## config.mk

```make
export PLATFORM = sky130hd
export DESIGN_NAME = mqlw_isqrt
export DESIGN_NICKNAME = d
export VERILOG_FILES = /design/src/mqlw_pkg.sv /design/src/mqlw_isqrt.sv
export SDC_FILE = /design/constraint.sdc
export NUM_CORES = 1
export LEC_CHECK = 0
export BUFFER_PORTS_ARGS = -buffer_cell sky130_fd_sc_hd__buf_2
export CORE_MARGIN = 2
export CORE_UTILIZATION = 30
export CTS_CLUSTER_SIZE = 28
export DETAILED_ROUTE_END_ITERATION = 6
export GPL_ROUTABILITY_DRIVEN = 1
export PLACE_DENSITY = 0.59
export SETUP_SLACK_MARGIN = 0.02
export SYNTH_ARGS = -nofsm -noshare
export SYNTH_HDL_FRONTEND = slang
export SYNTH_SLANG_ARGS = --single-unit
export TNS_END_PERCENT = 20
```

## constraint.sdc

```tcl
create_clock -name clk -period 2.45 [get_ports clk]
set_input_delay 0.245 -clock clk [delete_from_list [all_inputs] [get_ports clk]]
set_output_delay 0.245 -clock clk [all_outputs]
set_load 0.03 [all_outputs]
```

## src/mqlw_pkg.sv

```systemverilog
package mqlw_pkg;

  localparam int COORD_W      = 16;
  localparam int SLOT_W       = 10;
  localparam int VERTEX_DEPTH = 1024;
  localparam int AXIS_W       = 5;
  localparam int MAX_QUADS_AXIS = 31;
  localparam int QIDX_W       = 10;
  localparam int WEIGHT_W     = 17;
  localparam int SQ_W         = 35;   // exact squared distance, integer coordinate units squared
  localparam int ROOT_W       = 26;   // floor(sqrt(sq * 2^16))
  localparam int RAD_W        = 52;   // sq, 16 zero bits, one pad bit
  localparam int RREM_W       = 29;   // square root remainder
  localparam int DSUM_W       = 28;   // sum of four distances
  localparam int DREM_W       = 29;   // division remainder
  localparam int CFG_IDX_W    = 2;

  localparam logic [CFG_IDX_W-1:0] REG_QUADS_ACROSS = 2'd0;
  localparam logic [CFG_IDX_W-1:0] REG_QUADS_DOWN   = 2'd1;

  localparam logic ACT_LOAD  = 1'b0;
  localparam logic ACT_QUERY = 1'b1;

  typedef enum logic [2:0] {
    ST_IDLE,
    ST_READ,
    ST_CROSS,
    ST_DIST_MUL,
    ST_DIST_SUM,
    ST_SQRT,
    ST_DIV,
    ST_DONE
  } state_t;

  typedef struct packed {
    logic busy;
    logic done;
  } sqrt_stat_t;

endpackage

```

## src/mqlw_isqrt.sv

```systemverilog
// Restoring integer square root of (sq << 16), one result bit per cycle.
module mqlw_isqrt import mqlw_pkg::*; (
  input  logic              clk,
  input  logic              rst,
  input  logic              start,
  input  logic [SQ_W-1:0]   sq,
  output logic [ROOT_W-1:0] root,
  output sqrt_stat_t        stat
);

  logic [RAD_W-1:0]  rad;
  logic [RREM_W-1:0] rem;
  logic [4:0]        cnt;
  logic              busy;
  logic              done;

  logic [RREM_W-1:0] rem_sh;
  logic [RREM_W-1:0] trial;
  logic              ge;

  // one digit pair per step
  always_comb begin
    rem_sh = {rem[RREM_W-3:0], rad[RAD_W-1 -: 2]};
    trial  = RREM_W'({root, 2'b01});
    ge     = rem_sh >= trial;
  end

  always_ff @(posedge clk) begin
    if (rst) begin
      busy <= 1'b0;
      done <= 1'b0;
      cnt  <= '0;
    end else begin
      done <= 1'b0;
      if (start) begin
        busy <= 1'b1;
        cnt  <= 5'(ROOT_W - 1);
      end else if (busy) begin
        if (cnt == '0) begin
          busy <= 1'b0;
          done <= 1'b1;
        end else begin
          cnt <= cnt - 5'd1;
        end
      end
    end
  end

  // datapath; the pad bit sits on top so digit pairs line up with the value
  always_ff @(posedge clk) begin
    if (start) begin
      rad  <= {1'b0, sq, 16'd0};
      rem  <= '0;
      root <= '0;
    end else if (busy) begin
      rad  <= {rad[RAD_W-3:0], 2'b00};
      rem  <= ge ? (rem_sh - trial) : rem_sh;
      root <= {root[ROOT_W-2:0], ge};
    end
  end

  assign stat.busy = busy;
  assign stat.done = done;

endmodule

```

==> flow_metrics.tcl, run 1 <==
set metrics [dict create \
    maxCapViolCount 0 \
    fill_cells 1738 \
    dr_total_vias 4642 \
    clock_path_buffers 2 \
    starting_density 0.3049 \
    report.final.setup_viol 28 \
    crit_type "register to register" \
    synth_async_sr_flop_share 0 \
    postLayoutCellArea_um2 7482 \
    floorplan.die.width_um 138.9 \
    finalHoldViolations 0 \
    worst_setup_skew_after_layout_ps 10.28 \
    slew_headroom 0.4757 \
    period_minus_slack_ps 2675 \
    grt.total_usage 0.1537 \
    r2r_start "root[1]$_SDFFE_PP0P_" \
    end_kind "register" \
    routed_wirelength_um 14290 \
    final_hpwl_from_detailed_placement_um 10270 \
    kind_of_path_behind_the_tightest_hold_check "primary input to register" \
    busiest_layer "met2" \
    synth_commonest_cells "sky130_fd_sc_hd__nor2_1, sky130_fd_sc_hd__dfxtp_1, sky130_fd_sc_hd__inv_1, sky130_fd_sc_hd__mux2i_1, sky130_fd_sc_hd__edfxtp_1" \
    yosys.cell_count.top_type "sky130_fd_sc_hd__nor2_1" \
    critical_path.reg2reg.endpoint "rem[2]$_SDFFE_PP0P_" \
    area_used_by_sequential_logic_in_the_layout_um2 2321 \
    num_io_pins 66 \
    globalRoute.totalOverflow 0 \
    power.leakage_uw 0.003159 \
    post_drt_wl_per_cell_um 14.98 \
    tightest_slew_ps 783.6 \
    postPlaceCellArea_um2 6875 \
    mean_instance_size_in_the_synthesized_netlist_um2 9.713 \
    synth_cell_type_count 58 \
    post-route-worst-setup-slack_ps -225.1 \
    dieArea_um2 19290 \
    reg2reg_setup_slack_ps -230 \
    synth_ff_type "sky130_fd_sc_hd__dfxtp_1" \
    unrepaired_setup_endpoints_after_global_routing "true" \
    die_h_um 138.9 \
    slew_viol_final 0 \
    post-route-drc-count 0 \
    library_cell_occupying_the_most_area_in_the_post_synthesis_netlist "sky130_fd_sc_hd__dfxtp_1" \
    global_route.usage.met3 0.05076 \
    ys.warnings.count 0 \
    rr_worst_depth 11 \
    insertion_delay_ps 360 \
    worst_setup_path_endpoint "rem[2]$_SDFFE_PP0P_" \
    drt_first_pass_iters 5 \
    yosys_register_bits 96 \
    htreeDepth 3 \
    cts_sinks 96 \
    critPathArrivalTime_ps 2890 \
    syn-cell-area_um2 5459 \
    fin_crit_sh 1.092 \
    grt_use_met2 0.2533 \
    crit_start "root[1]$_SDFFE_PP0P_" \
    routed_via_density 4.866 \
    synth_nets 630 \
    maximum_number_of_pins_on_one_net_before_global_route_repair 66 \
    power.density_cell_area_nw_per_um2 1398 \
    detail-route-antenna-nets 0 \
    drt_iter0_drc 257 \
    post_route_cells_drive_above_1_share 0.4028 \
    finalNetCount 788 \
    core.rowCount 49 \
    timing.critical_path.fanout_max 8 \
    wire_length_of_the_first_global_routing_pass_um 24520 \
    path_clk_slew_ps 70 \
    required_ps 2660 \
    outcome "finished, violations left" \
    failed_checks "setup timing" \
    synth_top_cells_by_area "sky130_fd_sc_hd__dfxtp_1, sky130_fd_sc_hd__edfxtp_1, sky130_fd_sc_hd__mux2i_1" \
    synth_edf_count 35 \
    netlist.area_leader.share 0.2237 \
    vias_in_the_first_global_route 4994 \
    clock_tree.root_cell "sky130_fd_sc_hd__clkbuf_16" \
    cts_hold_buf 0 \
    clock.fmax_mhz 373.8 \
    buffer_ports.inserted 65 \
    gpl.final_weighted_congestion 0.9023 \
    inserted_clock_buffers 9 \
    antenna_found_initial 0 \
    layout-area-overhead-vs-synth_pct 37.06 \
    crit_path_start_kind "register" \
    insertedDiodeCount 0 \
    use_met1 0.1951 \
    peak_supply_drop_v 0.001039 \
    synth.yosys.seq_area_share 0.4162 \
    multiInputGateArea_um2 3234 \
    fin_setup_tns_ps -4770 \
    cts_tree "done" \
    synth_cells 562 \
    design.core.area_um2 17900 \
]
[placed cells by master, fill, tap and decap left out, types with 30 or more instances in the layout]
master / count
sky130_fd_sc_hd__nor2_1: 63
sky130_fd_sc_hd__mux2i_1: 36
sky130_fd_sc_hd__a21oi_1: 30
sky130_fd_sc_hd__buf_4: 104
sky130_fd_sc_hd__inv_1: 36
sky130_fd_sc_hd__nand2_1: 30
sky130_fd_sc_hd__edfxtp_1: 35
sky130_fd_sc_hd__buf_2: 65
sky130_fd_sc_hd__dfxtp_1: 46
sky130_fd_sc_hd__mux2_2: 33
[critical path: stages, from the launching register on]
cell and delay (ps):
sky130_fd_sc_hd__dfxtp_4 340, sky130_fd_sc_hd__inv_1 60, sky130_fd_sc_hd__ha_4 290, sky130_fd_sc_hd__nand4_1 110
sky130_fd_sc_hd__or4_4 510, sky130_fd_sc_hd__o21ai_4 160, sky130_fd_sc_hd__nor2b_2 70, sky130_fd_sc_hd__a21boi_2 140
sky130_fd_sc_hd__a21boi_4 340, sky130_fd_sc_hd__buf_12 190, sky130_fd_sc_hd__mux2i_2 230, sky130_fd_sc_hd__a211oi_1 90
[cell families after synthesis]
logic type / share of synthesized area
AO/OA/AOI/OAI: 0.1579
XOR/XNOR: 0.03851
adder cells (fa/ha/maj): 0.06876
buffers and inverters: 0.05363
flip-flops: 0.4162
multiplexers: 0.1396
AND/OR/NAND/NOR: 0.1254
[sequential cells by signal, indices dropped and copies added (netlist names)]
signal and flops:
cnt 5, rem 27, root 26, busy 1, done 1, rad 36
[report_power, final]
group / internal [uW] / switching, uW / leakage [uW]
Combinational: 3640 / 3370 / 0.00216
Clock: 711 / 688 / 0.000142
Sequential: 1880 / 159 / 0.000861
[metrics by stage]
step	hold slack (ps)	setup slack (ps)	total power [uW]	utilization	instances
after floorplan	314.1	-189.9	5897	-	562
after global placement	462.6	-216.1	7524	0.3841	927
after detailed placement	485.4	-282.7	7621	0.3841	927
after CTS	120.6	-195.2	10180	0.4143	952
after global routing	134.5	-350.0	11140	0.4179	954
final	136.7	-225.1	10460	0.4179	954
[layout make-up]
| type | count | area share |
|---|---|---|
| well taps | 229 | 0.03829 |
| repair buffers | 175 | 0.1614 |
| clock buffers | 9 | 0.03010 |
| flip-flops and latches | 96 | 0.3102 |
| multi-input cells | 399 | 0.4323 |
| inverters | 39 | 0.01957 |
| clock inverters | 7 | 0.008194 |
[worst min-delay path by stage]
stage | startpoint | endpoint | slack [ps] | cells past startpoint
after CTS | rst | busy$_SDFF_PP0_ | 120 | 2
final | rst | busy$_SDFF_PP0_ | 140 | 2
after detailed placement | rad[49]$_DFFE_PP_ | rad[51]$_SDFFE_PP0P_ | 490 | 2
after global placement | rad[49]$_DFFE_PP_ | rad[51]$_SDFFE_PP0P_ | 460 | 2
after global routing | rst | busy$_SDFF_PP0_ | 130 | 2
after floorplan | rst | busy$_SDFF_PP0_ | 310 | 1
[timing repair]
item / in CTS / in global routing
buffers inserted: 7 / 2
setup endpoints to repair: 28 / 28
pin swaps: 28 / 7
cloned: 2 / 0
gates resized for setup: 37 / 13
[metal layers]
layer	part of all wire	vias to the layer above
li1	-	2353
met5	0	-
met1	0.48	2194
met2	0.46	84
met4	0.011	0
met3	0.054	11
Power figures use the tool's default switching activity.
==> inputs of run 2 (changes only) <==
Settings changed: ABC_CLOCK_PERIOD_IN_PS set to 2450, PLACE_DENSITY 0.59 to 0.48, SLEW_MARGIN set to 10.
==> flow_metrics.tcl, run 2 (synthesis results as in run 1) <==
set metrics [dict create \
    outcome "finished, violations left" \
    failed_checks "setup timing" \
    clock_path_buffers 2 \
    rr_worst_depth 12 \
    vias_in_the_first_global_route 4631 \
    floorplan.die.width_um 138.9 \
    post-route-worst-setup-slack_ps -188.0 \
    core.rowCount 49 \
    finalHoldViolations 0 \
    layout-area-overhead-vs-synth_pct 38.14 \
    required_ps 2720 \
    drt_first_pass_iters 4 \
    slew_headroom 0.4964 \
    timing.critical_path.fanout_max 7 \
    globalRoute.totalOverflow 0 \
    fin_setup_tns_ps -2968 \
    postLayoutCellArea_um2 7541 \
    routed_wirelength_um 13940 \
    post_route_cells_drive_above_1_share 0.4102 \
    regMostFlops "rad" \
    period_minus_slack_ps 2638 \
    gpl.final_weighted_congestion 0.8236 \
    finalNetCount 787 \
    overall_power_of_the_completed_layout_uw 10650 \
    slew_viol_final 0 \
    power.leakage_uw 0.003183 \
    crit_type "register to register" \
    worst_setup_skew_after_layout_ps 13.19 \
    layout_commonest_cell "sky130_fd_sc_hd__buf_4" \
    insertedDiodeCount 0 \
    postPlaceCellArea_um2 6890 \
    htreeDepth 3 \
    post_drt_wl_per_cell_um 14.63 \
    routed_via_density 4.832 \
    antenna_found_initial 0 \
    power.density_cell_area_nw_per_um2 1412 \
    layout.cells.most_common_list "sky130_fd_sc_hd__buf_4, sky130_fd_sc_hd__buf_2, sky130_fd_sc_hd__nor2_1" \
    largest_register_ffs 36 \
    inserted_clock_buffers 9 \
    cts_tree "done" \
    path_clk_slew_ps 80 \
    clock_tree.root_cell "sky130_fd_sc_hd__clkbuf_16" \
    fin_crit_sh 1.077 \
    dr_total_vias 4605 \
    peak_supply_drop_v 0.0007909 \
    clock.fmax_mhz 379.1 \
    cts_sinks 96 \
    maxCapViolCount 0 \
    holdPathStages 2 \
    dieArea_um2 19290 \
    unrepaired_setup_endpoints_after_global_routing "true" \
    report.final.setup_viol 28 \
    detail-route-antenna-nets 0 \
    insertion_delay_ps 370 \
    design.core.area_um2 17900 \
    num_io_pins 66 \
    drt_iter0_drc 205 \
    final_hpwl_from_detailed_placement_um 10160 \
    starting_density 0.3049 \
    biggestRegsByFlops "rad: 36 flops, rem: 27 flops, root: 26 flops" \
    end_kind "register" \
    crit_path_start_kind "register" \
    critPathArrivalTime_ps 2910 \
    post-route-drc-count 0 \
    die_h_um 138.9 \
    buffer_ports.inserted 65 \
    maximum_number_of_pins_on_one_net_before_global_route_repair 43 \
    tightest_slew_ps 749.1 \
    wire_length_of_the_first_global_routing_pass_um 23190 \
    grt.total_usage 0.1465 \
    kind_of_path_behind_the_tightest_hold_check "primary input to register" \
]
-- run 2: worst paths after layout --
path                                            start                    to  slack [ps]
worst max-delay path            root[13]$_SDFFE_PP0P_   rem[1]$_SDFFE_PP0P_        -190
worst min-delay path                              rst       busy$_SDFF_PP0_         130
worst max register to register  root[13]$_SDFFE_PP0P_   rem[1]$_SDFFE_PP0P_        -190
worst min register to register   rem[21]$_SDFFE_PP0P_  rem[21]$_SDFFE_PP0P_         490
-- run 2: worst max-delay path, stage by stage (launching register included) --
cell and delay, ps:
sky130_fd_sc_hd__dfxtp_4 340, sky130_fd_sc_hd__inv_1 40, sky130_fd_sc_hd__ha_1 330, sky130_fd_sc_hd__buf_4 180, sky130_fd_sc_hd__a21o_1 160, sky130_fd_sc_hd__a21oi_2 190, sky130_fd_sc_hd__nand3_2 130, sky130_fd_sc_hd__o31ai_4 320
sky130_fd_sc_hd__a21boi_4 100, sky130_fd_sc_hd__buf_12 160, sky130_fd_sc_hd__clkbuf_16 150, sky130_fd_sc_hd__or3_1 360, sky130_fd_sc_hd__o311ai_2 80
-- run 2: cell type report --
class / count / area, um^2
clock buffer: 9 / 225.2
multi-input combinational: 399 / 3263
timing repair buffer: 174 / 1219
inverter: 39 / 146.4
clock inverter: 7 / 78.83
fill: 1786 / 10360
sequential: 96 / 2322
tap: 229 / 286.5
-- run 2: power by group --
group	switching [uW]	internal [uW]
logic	3400	3740
clock network	732	734
registers	153	1890
-- run 2: layer usage --
metal | up-vias | global-route usage | part of all wire
met3 | 13 | 0.04282 | 0.056
met5 | - | 0 | 0
met1 | 2158 | 0.1948 | 0.48
met2 | 97 | 0.2297 | 0.45
li1 | 2337 | - | -
met4 | 0 | 0.04732 | 0.014
-- run 2: stage by stage --
stage / setup slack [ps] / cells / hold slack [ps] / utilization
final: -188.0 / 953 / 133.7 / 0.4212
after global routing: -323.0 / 953 / 132.6 / 0.4212
after CTS: -169.3 / 947 / 114.4 / 0.4074
after detailed placement: -307.7 / 929 / 469.8 / 0.3849
after global placement: -258.7 / 929 / 464.3 / 0.3849
after floorplan: -189.9 / 562 / 314.1 / -
-- run 2: timing repair --
item,4_1_cts,5_1_grt
setup endpoints to repair,28,28
hold buffers,0,0
gates cloned,0,2
gates resized for setup,20,35
pin swaps,11,24
setup buffers,2,4
==> inputs of run 3 (changes only) <==
Settings changed: ABC_CLOCK_PERIOD_IN_PS 2450 to 2800, PLACE_DENSITY 0.48 to 0.47.
Clock period 2.45 ns to 2.8 ns, I/O delays scaled along.
==> flow_metrics.tcl, run 3 (synthesis results as in run 1) <==
set metrics [dict create \
    outcome "completed" \
    power.density_cell_area_nw_per_um2 1241 \
    report.final.setup_viol 0 \
    clock.fmax_mhz 363.8 \
    post_drt_wl_per_cell_um 15.28 \
    insertedDiodeCount 0 \
    worst_path_largest_cell_delay_ps 480 \
    detail-route-antenna-nets 0 \
    core.rowCount 49 \
    worst_setup_skew_after_layout_ps 8.675 \
    crit_type "register to register" \
    dp_slack_ps 26.92 \
    post-route-drc-count 0 \
    maxCapViolCount 0 \
    kind_of_path_behind_the_tightest_hold_check "primary input to register" \
    tightest_slew_ps 733.7 \
    area_used_by_sequential_logic_in_the_layout_um2 2292 \
    timing.critical_path.fanout_max 5 \
    clock_path_buffers 2 \
    period_minus_slack_ps 2748 \
    met3WireLength_um 910 \
    insertion_delay_ps 360 \
    end_kind "register" \
    drt_first_pass_iters 5 \
    layout_commonest_cell "sky130_fd_sc_hd__buf_2" \
    htreeDepth 3 \
    highest-signal-layer "met4" \
    slew_viol_final 0 \
    grt.total_usage 0.1355 \
    largest_register_ffs 36 \
    overall_power_of_the_completed_layout_uw 8522 \
    clock_tree.root_cell "sky130_fd_sc_hd__clkbuf_16" \
    design.core.area_um2 17900 \
    cts_sinks 96 \
    globalRoute.totalOverflow 0 \
    dr_wl_met2_um 6042 \
    slew_headroom 0.5090 \
    regMostFlops "rad" \
    critPathArrivalTime_ps 3020 \
    dr_total_vias 4380 \
    cts_tree "done" \
    buffer_ports.inserted 65 \
    finalNetCount 719 \
    final_core_utilization 0.3836 \
    cts_hold_buf 0 \
    power.leakage_uw 0.002801 \
    layout-area-overhead-vs-synth_pct 25.79 \
    dieArea_um2 19290 \
    multiInputGateArea_um2 3157 \
    floorplan.die.width_um 138.9 \
    num_io_pins 66 \
    fin_crit_sh 0.9816 \
    antenna_found_initial 0 \
    gpl.final_weighted_congestion 0.8642 \
    routedLengthMet1_um 6422 \
    path_clk_slew_ps 70 \
    wire_length_of_the_first_global_routing_pass_um 21320 \
    maximum_number_of_pins_on_one_net_before_global_route_repair 41 \
    routed_via_density 4.949 \
    required_ps 3070 \
    routed_wirelength_um 13530 \
    fill_cells 1813 \
    post-route-worst-setup-slack_ps 51.51 \
    unrepaired_setup_endpoints_after_global_routing "true" \
    post-place-cells 861 \
    final.hold.worst_slack_ps 174.9 \
    finish.cell_count_without_fillers 885 \
    drt_iter0_drc 234 \
    peak_supply_drop_v 0.0008856 \
    starting_density 0.3049 \
    biggestRegsByFlops "rad: 36 flops, rem: 27 flops, root: 26 flops" \
    finalHoldViolations 0 \
    inserted_clock_buffers 9 \
    vias_in_the_first_global_route 4182 \
    final_hpwl_from_detailed_placement_um 9492 \
    crit_path_start_kind "register" \
    timing.critical_path.slowest_stage_cell "sky130_fd_sc_hd__or4_1" \
    crit_path_cell_trace "inv_2 -> ha_4 -> and2_1 -> or4_1 -> o211a_4 -> o211ai_1 -> a31oi_2 -> o21ai_2 -> o311ai_4 -> a311oi_2" \
    post_route_cells_drive_above_1_share 0.3125 \
    die_h_um 138.9 \
    layout.cells.most_common_list "sky130_fd_sc_hd__buf_2, sky130_fd_sc_hd__nor2_1, sky130_fd_sc_hd__dfxtp_1" \
]
run 3: cell count changes in the layout (fill, tap and decap cells not counted), sizes merged:
cell	delta
inv	-5
clkbuf	+3
buf	-68
clkinvlp	+1
clkinv	+1
run 3: metrics by stage:
step	cell area (um^2)	TNS (ps)
after CTS	6480	0
after floorplan	5475	0
final	6867	0
after detailed placement	6202	0
after global routing	6867	-765.5
after global placement	6202	0
run 3: cell type report:
cell class	count	share of cell area
Clock buffer	12	0.03590
Clock inverter	4	0.004373
Sequential cell	96	0.3338
Inverter	39	0.02132
Tap cell	229	0.04173
Timing Repair Buffer	106	0.1031
Multi-Input combinational cell	399	0.4597
run 3: worst paths after layout:
kind | from | end | slack (ps) | depth (start not counted)
hold / removal | rst | busy$_SDFF_PP0_ | 170 | 2
setup / recovery | root[5]$_SDFFE_PP0P_ | rem[26]$_SDFFE_PP0P_ | 50 | 10
setup reg to reg | root[5]$_SDFFE_PP0P_ | rem[26]$_SDFFE_PP0P_ | 50 | 10
hold reg to reg | rem[25]$_SDFFE_PP0P_ | rem[25]$_SDFFE_PP0P_ | 490 | 1
run 3: power breakdown:
part           internal, uW  switching [uW]
clock network           631             555
logic                  2810            2720
registers              1650             156
run 3: worst max-delay path: cells and delay by family, from the launching register on:
family / cells / cell delay (ps)
compound gates: 6 / 1380
fa+ha+maj: 1 / 220
buf+inv: 1 / 50
flops: 1 / 350
simple gates: 2 / 660
run 3: what timing repair did:
item	CTS	global route
setup endpoints to repair	2	26
pin swaps	3	27
resized for setup	1	56
buffers inserted	0	6
gates cloned	0	2
run 3: per-layer routing:
| metal | vias up | track usage |
|---|---|---|
| li1 | 2204 | - |
| met1 | 2064 | 0.1819 |
| met2 | 98 | 0.2077 |
| met3 | 14 | 0.05007 |
| met4 | 0 | 0.03349 |
| met5 | - | 0 |
